===== src/hw/rtl/fire_effect_field_update_defines.svh =====
// Assertion macros shared by the heat field RTL.
`ifndef FIRE_EFFECT_FIELD_UPDATE_DEFINES_SVH
`define FIRE_EFFECT_FIELD_UPDATE_DEFINES_SVH

`ifndef ASSERT_OFF

// Check that a condition implies another in the same cycle.
`define FFU_ASSERT_IMP(label, clk, rst, cond, prop) \
  label: assert property (@(posedge clk) disable iff (rst) (cond) |-> (prop)) \
    else $error("heat field assertion failed");

// Check that a condition implies another in the next cycle.
`define FFU_ASSERT_NXT(label, clk, rst, cond, prop) \
  label: assert property (@(posedge clk) disable iff (rst) (cond) |=> (prop)) \
    else $error("heat field assertion failed");

`else

`define FFU_ASSERT_IMP(label, clk, rst, cond, prop)
`define FFU_ASSERT_NXT(label, clk, rst, cond, prop)

`endif

`endif


===== src/hw/rtl/ffu_pkg.sv =====
// Types and constants for the fire heat field update block.
`timescale 1ns / 1ps

package ffu_pkg;

  localparam int DEF_FIELD_WIDTH  = 256;
  localparam int DEF_FIELD_HEIGHT = 128;

  localparam int CELL_W = 8;
  localparam int SUM_W  = 10;
  localparam int RECIP_W = 16;
  localparam int PROD_W = SUM_W + RECIP_W;

  localparam logic [CELL_W-1:0] HEAT_MAX  = 8'd255;
  localparam logic [CELL_W-1:0] HEAT_COLD = 8'd0;

  // sum * 32 / 129 == (sum * 65028) >> 18, exact for every sum of four cells
  localparam logic [RECIP_W-1:0] HEAT_RECIP = 16'd65028;
  localparam int HEAT_SHIFT = 18;

  typedef enum logic [1:0] {
    CMD_SEED    = 2'd0,
    CMD_ADVANCE = 2'd1,
    CMD_READ    = 2'd2
  } cmd_t;

  typedef enum logic [2:0] {
    ST_CLEAR,
    ST_IDLE,
    ST_READ,
    ST_ROW,
    ST_DRAIN
  } state_t;

  // One returned pair of reads headed into the heat pipe
  typedef struct packed {
    logic valid;
    logic first;
    logic past_end;
    logic bottom;
  } ffu_tap_t;

  // Write-back request from the heat pipe
  typedef struct packed {
    logic              valid;
    logic              busy;
    logic [CELL_W-1:0] heat;
  } ffu_wr_t;

endpackage


===== src/hw/rtl/ffu_heat_pipe.sv =====
// Sliding neighbor window, heat sum and scaled divide for one field row.
`timescale 1ns / 1ps

module ffu_heat_pipe import ffu_pkg::*; #(
  parameter int FIELD_WIDTH = DEF_FIELD_WIDTH,
  localparam int COL_W = $clog2(FIELD_WIDTH)
) (
  input  logic              clk,
  input  logic              rst,
  input  ffu_tap_t          tap,
  input  logic [COL_W-1:0]  tap_col,
  input  logic [CELL_W-1:0] above_data,
  input  logic [CELL_W-1:0] below_data,
  output ffu_wr_t           wr,
  output logic [COL_W-1:0]  wr_col
);

  logic [CELL_W-1:0] win_l;
  logic [CELL_W-1:0] win_m;
  logic [CELL_W-1:0] b_prev;
  logic [CELL_W-1:0] right;
  logic [CELL_W-1:0] low_term;
  logic [SUM_W-1:0]  sum_next;

  logic              vs;
  logic [SUM_W-1:0]  sum_r;
  logic [COL_W-1:0]  col_s;
  logic              vp;
  logic [PROD_W-1:0] prod_r;
  logic [COL_W-1:0]  col_p;

  // Zero the right neighbor past the last column, pin the low term on the lowest row updated
  always_comb begin
    right    = tap.past_end ? HEAT_COLD : above_data;
    low_term = tap.bottom ? HEAT_MAX : b_prev;
    sum_next = SUM_W'(win_l) + SUM_W'(win_m) + SUM_W'(right) + SUM_W'(low_term);
  end

  // Advance the window over the row below
  always_ff @(posedge clk) begin
    if (tap.valid) begin
      if (tap.first) begin
        win_l <= HEAT_COLD;
        win_m <= above_data;
      end else begin
        win_l <= win_m;
        win_m <= right;
      end
      b_prev <= below_data;
    end
  end

  // Sum stage, then multiply by the reciprocal
  always_ff @(posedge clk) begin
    if (rst) begin
      vs <= 1'b0;
      vp <= 1'b0;
    end else begin
      vs <= tap.valid && !tap.first;
      vp <= vs;
    end
  end

  always_ff @(posedge clk) begin
    sum_r  <= sum_next;
    col_s  <= tap_col;
    prod_r <= PROD_W'(sum_r) * PROD_W'(HEAT_RECIP);
    col_p  <= col_s;
  end

  // Hand the finished cell back for write-back
  always_comb begin
    wr.valid = vp;
    wr.busy  = vs | vp;
    wr.heat  = prod_r[HEAT_SHIFT +: CELL_W];
    wr_col   = col_p;
  end

endmodule


===== config.mk =====
export PLATFORM = sky130hd
export DESIGN_NAME = ffu_heat_pipe
export DESIGN_NICKNAME = d
export VERILOG_FILES = /design/src/hw/rtl/fire_effect_field_update_defines.svh /design/src/hw/rtl/ffu_pkg.sv /design/src/hw/rtl/ffu_heat_pipe.sv
export SDC_FILE = /design/constraint.sdc
export NUM_CORES = 1
export LEC_CHECK = 0
export BUFFER_PORTS_ARGS = -buffer_cell sky130_fd_sc_hd__buf_2
export CAP_MARGIN = 20
export CORE_UTILIZATION = 40
export CTS_CLUSTER_DIAMETER = 200
export DETAILED_ROUTE_END_ITERATION = 6
export REMOVE_ABC_BUFFERS = 1
export SYNTH_ARGS = -nofsm -noshare
export SYNTH_HDL_FRONTEND = slang
export SYNTH_SLANG_ARGS = --single-unit

===== constraint.sdc =====
create_clock -name clk -period 7 [get_ports clk]
set_input_delay 1.4 -clock clk [delete_from_list [all_inputs] [get_ports clk]]
set_output_delay 1.4 -clock clk [all_outputs]
set_load 0.01 [all_outputs]

==> results of run 1 <==
how the worst max path moves through the flow:
stage	from	to	slack, ps
2_1_floorplan	sum_r[7]$_DFF_P_	prod_r[25]$_DFF_P_	2590
3_3_place_gp	sum_r[7]$_DFF_P_	prod_r[25]$_DFF_P_	2440
3_5_place_dp	sum_r[7]$_DFF_P_	prod_r[25]$_DFF_P_	2350
4_1_cts	sum_r[7]$_DFF_P_	prod_r[25]$_DFF_P_	2360
5_1_grt	sum_r[7]$_DFF_P_	prod_r[25]$_DFF_P_	2120
6_report	sum_r[7]$_DFF_P_	prod_r[25]$_DFF_P_	2390
flip-flops by register name, indices dropped and copies added (netlist names):
name and flops:
win_l 8, b_prev 8, col_s 8, vs 1
wr_col 8, prod_r 8, sum_r 10, win_m 8
vp 1
area by class of cell:
cell class | instances | area [um^2] | area share
clock buffers | 9 | 123.9 | 0.02684
clock inverters | 7 | 73.82 | 0.01600
inverters | 50 | 187.7 | 0.04067
multi-input cells | 215 | 2386 | 0.5171
flip-flops and latches | 60 | 1441 | 0.3124
well taps | 133 | 166.4 | 0.03606
repair buffers | 47 | 235.2 | 0.05098
kinds of logic (layout without fill, tap and decap cells):
family,count (synthesis),in the layout,synth area share
xor gates and xnor gates,22,22,0.04786
adders and majority gates,107,107,0.4071
muxes,1,1,0.002486
and+or+nand+nor,55,55,0.07893
AOI/OAI and AO/OA,30,30,0.05625
buffers and inverters,52,113,0.04941
DFF,60,60,0.3580
through the flow:
step	std cells	worst slack [ps]	area, um^2
final	521	2390	4614
after global routing	521	2121	4614
after CTS	521	2357	4614
after detailed placement	505	2355	4417
after global placement	505	2441	4417
after floorplan	325	2593	4015
critical path: stages, from the launching register on:
cell and delay [ps]:
dfxtp_1 390, fa_1 690, inv_1 160, fa_1 550, inv_1 50, fa_1 500, fa_1 490, ha_1 300
ha_1 340, o21ai_0 170, nand2b_1 120, o2bb2ai_1 140, a311o_1 370, a21oi_2 160, xnor2_1 110
per-layer routing:
metal	vias to the layer above	wire, um
li1	1188	-
met1	1097	2697
met2	41	3042
met3	9	195
met4	0	95
met5	-	0
layout by cell type (no fill, tap or decap), types with 2 or more instances in the layout:
| master | instances |
|---|---|
| ha_1 | 67 |
| inv_1 | 50 |
| buf_2 | 47 |
| fa_1 | 40 |
| dfxtp_1 | 36 |
| edfxtp_1 | 24 |
| nor2b_1 | 16 |
| xnor2_1 | 13 |
| xor2_1 | 9 |
| or2_2 | 9 |
| and2_1 | 9 |
| clkbuf_8 | 9 |
| a21o_1 | 7 |
| nor2_1 | 7 |
| a21oi_1 | 6 |
| nand2b_1 | 4 |
| nand3_1 | 3 |
| a21oi_2 | 3 |
| o21ai_0 | 3 |
| o21ai_1 | 3 |
| nand2_1 | 3 |
| clkinv_2 | 2 |
| inv_6 | 2 |
==> results.ini, run 1 <==
[global_routing]
antenna_found_initial = 0
grt_use_total = 0.1332
grt_max_degree = 26
met1_usage = 0.1618
grt_pass1_vias = 2403
top_usage_layer = met2
met2_usage = 0.2287
gr-total-overflow = 0
grt_use_met3 = 0.03283
grt_pass1_wl_um = 10450

[sta]
slew_violations = 0
whs_ps = 328.8
finalHoldViolCount = 0
rsz0062_at_grt = no
finalSetupTns_ps = 0
finClkSkew_ps = 9.367
setup_viol = 0
fin_crit_ps = 4610
timing.fmax_mhz = 216.9
finalCritPeriodShare = 0.6586
worst_pin_slew_ps = 542.0
slew_headroom = 0.6387

[logic_synthesis]
async_flop_share = 0
syn-cell-area_um2 = 4026
synth_top_area_share = 0.2082
synth_flop_cell = dfxtp_1
yosysWarningCount = 0
synth_cell_types = 34
synth_edf_count = 24
yosysMostFrequentCell = ha_1
synth_largest_area_cell = ha_1
ys_seq_area_frac = 0.3580
syn_inst = 327
synthTopCellsByArea = ha_1 (21%), fa_1 (20%), dfxtp_1 (18%)
yosys_register_bits = 60
synth_commonest_cells = ha_1 (67), inv_1 (50), fa_1 (40)
syn_area_per_cell_um2 = 12.31

[clock_network]
worstSkewPairLatency_ps = 340
path_clk_slew_ps = 70
clock-sinks = 60
cts_tree = done
clock_path_buffers = 2
root_buffer = clkbuf_8
cts_hold_buf = 0
postCtsSetupRepairBufs = 0
cts_resized = 0
cts_inserted_buffers = 9
htree_num_levels = 3

[routing]
ant_nets = 0
num_vias = 2335
first_pass_iters = 2
route.detailed.drc = 0
initialDrtViolationCount = 21
vias_per_cell = 4.482
avgRoutedWirePerCell_um = 11.57
wl_um = 6030

[floorplanning]
initial_core_util = 0.4119
fp.dieH_um = 102.3
row_count = 36
ioPinCount = 48
die-width_um = 102.3
die-area_um2 = 10470
core_um2 = 9774

[critical_path]
start_kind = flop
r2r-start = sum_r[7]$_DFF_P_
critPathKind = reg -> reg
critPathMaxFanout = 6
arrival_ps = 4880
r2r-end = prod_r[25]$_DFF_P_
rrSetupSlack_ps = 2390
critPathCaptureType = flop
rr_worst_depth = 14
cp.required_ps = 7270

[hold_path]
hp-class = reg -> reg
hp-start = col_s[1]$_DFF_P_
whs_path_depth = 0
holdPathEnd = wr_col[1]$_DFF_P_

[finish]
final_nets = 520
diodes = 0
areaGrowthSynthToFinish_pct = 14.61
utilization = 0.4721
layout-drive-gt1-share = 0.2062
final.fill_count = 927

[placement]
hpwl_um = 5075
globalplace.congestion = 0.7229
io_buffers = 47

[run]
cap_viol_max_count = 0

[outcome]
status = finished clean

Power of run 1 is left out: the tool's default activity adds up to more than one toggle a clock period on the data nets, which glitch-free logic cannot reach.
==> run 2, diff against run 1 <==
--- a/config.mk
+++ b/config.mk
@@ -5,6 +5,7 @@
 export SDC_FILE = /design/constraint.sdc
 export NUM_CORES = 1
 export LEC_CHECK = 0
+export ABC_AREA = 1
 export BUFFER_PORTS_ARGS = -buffer_cell sky130_fd_sc_hd__buf_2
 export CAP_MARGIN = 20
 export CORE_UTILIZATION = 40
==> constraint.sdc (replaced) <==
create_clock -name clk -period 4.49 [get_ports clk]
set_input_delay 0.898 -clock clk [delete_from_list [all_inputs] [get_ports clk]]
set_output_delay 0.898 -clock clk [all_outputs]
set_load 0.01 [all_outputs]
==> run 2 against run 1 <==
Against the previous run: setup slack got worse by 2000 ps; global-route usage rose by 2.2 points; critical path type unchanged; first-iteration DRC count rose to 3.9 times the previous value; core utilization fell by 0.78 points; count of clock-buffer cells in the layout rose by 1; largest cell class unchanged.
==> results.ini, run 2 <==
[routing]
initialDrtViolationCount = 81  ; was 21
wl_um = 7789  ; was 6030 um
avgRoutedWirePerCell_um = 11.47  ; was 11.57 um
ant_nets = 0  ; unchanged
route.detailed.drc = 0  ; unchanged
first_pass_iters = 4  ; was 2
vias_per_cell = 4.583  ; was 4.482
num_vias = 3112  ; was 2335

[finish]
layout-drive-gt1-share = 0.1596  ; was 0.2062
final_cell_mix = inv_1 (98), nand2_1 (83), ha_1 (67)  ; was ha_1 (67), inv_1 (50), buf_2 (47)
final_nets = 671  ; was 520
final_common_cell = inv_1  ; was ha_1
top_register = sum_r  ; unchanged
largest_reg_flops = 10  ; unchanged
areaGrowthSynthToFinish_pct = 12.38  ; was 14.61%
final.fill_count = 1025  ; was 927
diodes = 0  ; unchanged

[sta]
finalSetupTns_ps = 0  ; unchanged
fin_crit_ps = 4148  ; was 4610 ps
slew_violations = 0  ; unchanged
worst_pin_slew_ps = 616.7  ; was 542.0 ps
finalHoldViolCount = 0  ; unchanged
finalCritPeriodShare = 0.9238  ; was 0.6586
timing.fmax_mhz = 241.1  ; was 216.9 MHz
setup_viol = 0  ; unchanged
rsz0062_at_grt = no  ; unchanged
slew_headroom = 0.5873  ; was 0.6387
finClkSkew_ps = 11.02  ; was 9.367 ps

[floorplanning]
initial_core_util = 0.4131  ; was 0.4119
ioPinCount = 48  ; unchanged
row_count = 38  ; was 36
fp.dieH_um = 108.0  ; was 102.3 um
core_um2 = 10890  ; was 9774 um^2
die-area_um2 = 11670  ; was 10470 um^2
die-width_um = 108.0  ; was 102.3 um

[logic_synthesis]
syn_area_per_cell_um2 = 9.391  ; was 12.31 um^2
yosysWarningCount = 0  ; unchanged
synth_commonest_cells = inv_1 (98), nand2_1 (83), ha_1 (67)  ; was ha_1 (67), inv_1 (50), fa_1 (40)
yosysMostFrequentCell = inv_1  ; was ha_1
syn-cell-area_um2 = 4498  ; was 4026 um^2
synth_flop_cell = dfxtp_1  ; unchanged
ys_seq_area_frac = 0.3204  ; was 0.3580
synthTopCellsByArea = ha_1 (19%), fa_1 (18%), dfxtp_1 (16%)  ; was ha_1 (21%), fa_1 (20%), dfxtp_1 (18%)
yosys_register_bits = 60  ; unchanged
synth_largest_area_cell = ha_1  ; unchanged
synth_cell_types = 34  ; unchanged
async_flop_share = 0  ; unchanged
synth_top_area_share = 0.1864  ; was 0.2082
synth_edf_count = 24  ; unchanged
syn_inst = 479  ; was 327

[placement]
globalplace.congestion = 0.8318  ; was 0.7229
io_buffers = 47  ; unchanged
hpwl_um = 6514  ; was 5075 um

[global_routing]
grt_pass1_wl_um = 13840  ; was 10450 um
gr-total-overflow = 0  ; unchanged
grt_pass1_vias = 3332  ; was 2403
grt_max_degree = 26  ; unchanged
antenna_found_initial = 0  ; unchanged
grt_use_total = 0.1550  ; was 0.1332

[clock_network]
htree_num_levels = 3  ; unchanged
clock_path_buffers = 2  ; unchanged
path_clk_slew_ps = 80  ; was 70 ps
root_buffer = clkbuf_8  ; unchanged
worstSkewPairLatency_ps = 350  ; was 340 ps
cts_hold_buf = 0  ; unchanged
clock-sinks = 60  ; unchanged
cts_tree = done  ; unchanged
cts_inserted_buffers = 9  ; unchanged

[run]
cap_viol_max_count = 0  ; unchanged

[critical_path]
critPathBufInv = 3  ; was 2
arrival_ps = 4390  ; was 4880 ps
critPathTopFamily = adder cells  ; unchanged
critPathKind = reg -> reg  ; unchanged
path_cells = fa_2, inv_1, fa_1, inv_1, fa_1, fa_1, ha_1, ha_1, nand2_2, inv_2, a21oi_2, nor2_1, nor2_2, nand2_1, nand2_1, nand2_1  ; was fa_1, inv_1, fa_1, inv_1, fa_1, fa_1, ha_1, ha_1, o21ai_0, nand2b_1, o2bb2ai_1, a311o_1, a21oi_2, xnor2_1
start_kind = flop  ; unchanged
critPathMaxFanout = 5  ; was 6
slowest_delay_ps = 600  ; was 690 ps
critPathCaptureType = flop  ; unchanged
cp_slowest_cell = fa_2  ; was fa_1
cp.required_ps = 4730  ; was 7270 ps

[hold_path]
hp-class = reg -> reg  ; unchanged

[outcome]
status = finished clean  ; unchanged

## run 2: cell types whose count changed after synthesis, moves of 4 or more
cell	before	now
a21oi_1	6	12
and2_1	9	1
inv_1	50	98
nand2_1	3	83
nand2b_1	4	0
nand3_1	3	17
nand4_1	1	5
nor2_1	7	38
nor2b_1	16	0
xnor2_1	13	4
## run 2: path summary, 6_finish.rpt
kind / from / to / slack, ps / depth (start not counted)
worst max-delay path: sum_r[9]$_DFF_P_ / prod_r[24]$_DFF_P_ / 340 / 16
worst min-delay path: col_s[4]$_DFF_P_ / wr_col[4]$_DFF_P_ / 320 / 0
worst max register to register: sum_r[9]$_DFF_P_ / prod_r[24]$_DFF_P_ / 340 / 16
worst min register to register: col_s[4]$_DFF_P_ / wr_col[4]$_DFF_P_ / 320 / 0
## run 2: kinds of logic after synthesis
group	synth area share
buffers and inverters	0.08985
XOR/XNOR	0.02531
AO/OA/AOI/OAI	0.04339
flip-flops	0.3204
adder cells (fa/ha/maj)	0.3644
AND/OR/NAND/NOR	0.1566
## run 2: timing repair
item	in CTS	in global routing
endpoints found under the setup margin	0	3
gates resized for setup	0	1
setup buffers	0	1
## run 2: layout make-up
type,count,area [um^2],area share
flip-flops and latches,60,1441,0.2851
multi-input cells,313,2655,0.5252
repair buffers,48,242.7,0.04802
clock inverters,6,30.03,0.005941
clock buffers,10,127.6,0.02525
well taps,140,175.2,0.03465
inverters,102,382.9,0.07574
## run 2: layer usage
layer	track usage	part of all wire	vias to the layer above
li1	-	-	1610
met1	0.1717	0.47	1433
met2	0.2730	0.47	57
met3	0.04943	0.039	12
met4	0.06360	0.022	0
met5	0	0	-
## run 2: through the flow
step / std cells / instance area, um^2 / hold WS [ps] / util / setup slack, ps
6_report: 679 / 5055 / 322.3 / 0.4643 / 342.0
5_1_grt: 679 / 5055 / 333.0 / 0.4643 / 49.04
4_1_cts: 678 / 5045 / 325.9 / 0.4633 / 176.4
3_5_place_dp: 662 / 4887 / 312.8 / 0.4489 / 213.1
3_3_place_gp: 662 / 4887 / 310.0 / 0.4489 / 285.8
2_1_floorplan: 475 / 4477 / 309.6 / - / 421.6
Power of run 2 is left out for the same reason.
==> run 3, diff against run 2 <==
--- a/config.mk
+++ b/config.mk
@@ -11,6 +11,8 @@
 export CORE_UTILIZATION = 40
 export CTS_CLUSTER_DIAMETER = 200
 export DETAILED_ROUTE_END_ITERATION = 6
+export HOLD_SLACK_MARGIN = 0.06
+export PLACE_DENSITY = 0.59
 export REMOVE_ABC_BUFFERS = 1
 export SYNTH_ARGS = -nofsm -noshare
 export SYNTH_HDL_FRONTEND = slang
==> constraint.sdc (replaced) <==
create_clock -name clk -period 3.6 [get_ports clk]
set_input_delay 0.72 -clock clk [delete_from_list [all_inputs] [get_ports clk]]
set_output_delay 0.72 -clock clk [all_outputs]
set_load 0.01 [all_outputs]
==> run 3 against run 2 <==
Against the previous run: the run now ends with setup timing left; hold slack improved by 6.7 ps; final cell count is 3.7% higher; clock skew is 4.1 ps higher; design area up 11%; via count up 2.9%; wire length is 4.8% higher; fmax rose by 11%; register-to-register slack worse by 490 ps; die area stayed put; largest cell class unchanged.
==> results.ini, run 3 (synthesis results as in run 2) <==
[outcome]
status = finished, violations left  ; was finished clean
violations = setup timing

[sta]
rsz0062_at_grt = yes  ; was no
timing.fmax_mhz = 266.8  ; was 241.1 MHz
setup_ws_ps = -147.5  ; was 342.0 ps
slew_headroom = 0.5495  ; was 0.5873
finalCritPeriodShare = 1.041  ; was 0.9238
slew_violations = 0  ; unchanged
whs_ps = 329.0  ; was 322.3 ps
finClkSkew_ps = 15.11  ; was 11.02 ps
worst_pin_slew_ps = 673.3  ; was 616.7 ps
finalHoldViolCount = 0  ; unchanged
fin_crit_ps = 3748  ; was 4148 ps
setup_viol = 7  ; was 0

[global_routing]
met2_usage = 0.2871  ; was 0.2730
gr-total-overflow = 0  ; unchanged
grt_use_met3 = 0.03315  ; was 0.04943
antenna_found_initial = 0  ; unchanged
grt_use_total = 0.1610  ; was 0.1550
grt_pass1_wl_um = 14520  ; was 13840 um
grt_max_degree = 26  ; unchanged
top_usage_layer = met2  ; unchanged
grt_pass1_vias = 3453  ; was 3332
met1_usage = 0.1815  ; was 0.1717

[floorplanning]
die-area_um2 = 11670  ; unchanged
die-width_um = 108.0  ; unchanged
core_um2 = 10890  ; unchanged
fp.dieH_um = 108.0  ; unchanged
ioPinCount = 48  ; unchanged
row_count = 38  ; unchanged
initial_core_util = 0.4131  ; unchanged

[placement]
io_buffers = 47  ; unchanged
globalplace.congestion = 0.8496  ; was 0.8318
hpwl_um = 6493  ; was 6514 um

[routing]
vias_per_cell = 4.550  ; was 4.583
ant_nets = 0  ; unchanged
route.detailed.drc = 0  ; unchanged
initialDrtViolationCount = 61  ; was 81
num_vias = 3203  ; was 3112
wl_um = 8161  ; was 7789 um
first_pass_iters = 4  ; unchanged
avgRoutedWirePerCell_um = 11.59  ; was 11.47 um

[critical_path]
r2r-start = sum_r[3]$_DFF_P_  ; was sum_r[9]$_DFF_P_
arrival_ps = 4010  ; was 4390 ps
cp_slowest_cell = fa_2  ; unchanged
path_cells = fa_2, fa_1, ha_4, fa_1, inv_1, fa_1, inv_2, ha_4, nand2_2, inv_2, nand2_1, nor3_1, nand2_1, nand3_1, nand2_1  ; was fa_2, inv_1, fa_1, inv_1, fa_1, fa_1, ha_1, ha_1, nand2_2, inv_2, a21oi_2, nor2_1, nor2_2, nand2_1, nand2_1, nand2_1
start_kind = flop  ; unchanged
critPathKind = reg -> reg  ; unchanged
critPathMaxFanout = 3  ; was 5
critPathCaptureType = flop  ; unchanged
cp.required_ps = 3860  ; was 4730 ps
startpoint = sum_r[3]$_DFF_P_  ; was sum_r[9]$_DFF_P_
rrSetupSlack_ps = -150  ; was 340 ps
slowest_delay_ps = 580  ; was 600 ps

[finish]
largest_reg_flops = 10  ; unchanged
final_nets = 696  ; was 671
layout-drive-gt1-share = 0.2961  ; was 0.1596
final_cell_mix = inv_1 (90), nand2_1 (70), ha_1 (51)  ; was inv_1 (98), nand2_1 (83), ha_1 (67)
top_register = sum_r  ; unchanged
areaGrowthSynthToFinish_pct = 25.20  ; was 12.38%
diodes = 0  ; unchanged
final_common_cell = inv_1  ; unchanged

[clock_network]
cts_hold_buf = 0  ; unchanged
clock-sinks = 60  ; unchanged
postCtsSetupRepairBufs = 0  ; unchanged
root_buffer = clkbuf_8  ; unchanged
worstSkewPairLatency_ps = 360  ; was 350 ps
cts_inserted_buffers = 9  ; unchanged
path_clk_slew_ps = 80  ; about the same
cts_tree = done  ; unchanged
clock_path_buffers = 2  ; unchanged
htree_num_levels = 3  ; unchanged

[hold_path]
hp-class = reg -> reg  ; unchanged
hp-start = col_s[7]$_DFF_P_  ; was col_s[4]$_DFF_P_

[run]
cap_viol_max_count = 0  ; unchanged

## run 3: cell types whose count changed in the layout (fill, tap and decap cells not counted), sizes merged
| cell | previous run | this run |
|---|---|---|
| buf | 48 | 73 |
| clkbuf | 10 | 11 |
| clkinv | 6 | 3 |
| inv | 102 | 104 |
## run 3: layout make-up
type,count,area (um^2)
clock buffers,11,173.9
flip-flops and latches,60,1448
multi-input cells,313,2969
repair buffers,73,434.2
inverters,102,385.4
fillers,989,5256
clock inverters,5,46.29
well taps,140,175.2
## run 3: worst paths after layout
path                                            to  depth (start not counted)
worst min-delay path             wr_col[7]$_DFF_P_                          0
worst max register to register  prod_r[22]$_DFF_P_                         15
worst min register to register   wr_col[7]$_DFF_P_                          0
worst max-delay path            prod_r[22]$_DFF_P_                         15
## run 3: timing repair
item / in CTS / in global routing
pin swaps: 35 / 10
gates resized for setup: 54 / 12
setup endpoints to repair: 8 / 8
## run 3: critical path: cells and delay by family, from the launching register on
| kind | cells | cell delay (ps) |
|---|---|---|
| simple gates | 6 | 550 |
| fa+ha+maj | 6 | 2600 |
| buf+inv | 3 | 160 |
| flops | 1 | 340 |
## run 3: metrics by stage
step           TNS, ps  setup slack [ps]  instance area [um^2]  cells    util
6_report        -575.5            -147.5                  5632    704  0.5172
5_1_grt          -1849            -325.6                  5632    704  0.5172
4_1_cts         -552.5            -109.0                  5603    704  0.5146
3_5_place_dp     -2389            -347.5                  5082    688  0.4668
3_3_place_gp     -1961            -295.7                  5082    688  0.4668
2_1_floorplan    -2874            -468.4                  4477    475       -
## run 3: per-layer routing
metal / wire, um / up-vias
met5: 0 / -
met4: 202 / 0
met3: 277 / 13
met2: 4074 / 50
met1: 3607 / 1485
li1: - / 1655
Power of run 3 is left out for the same reason.
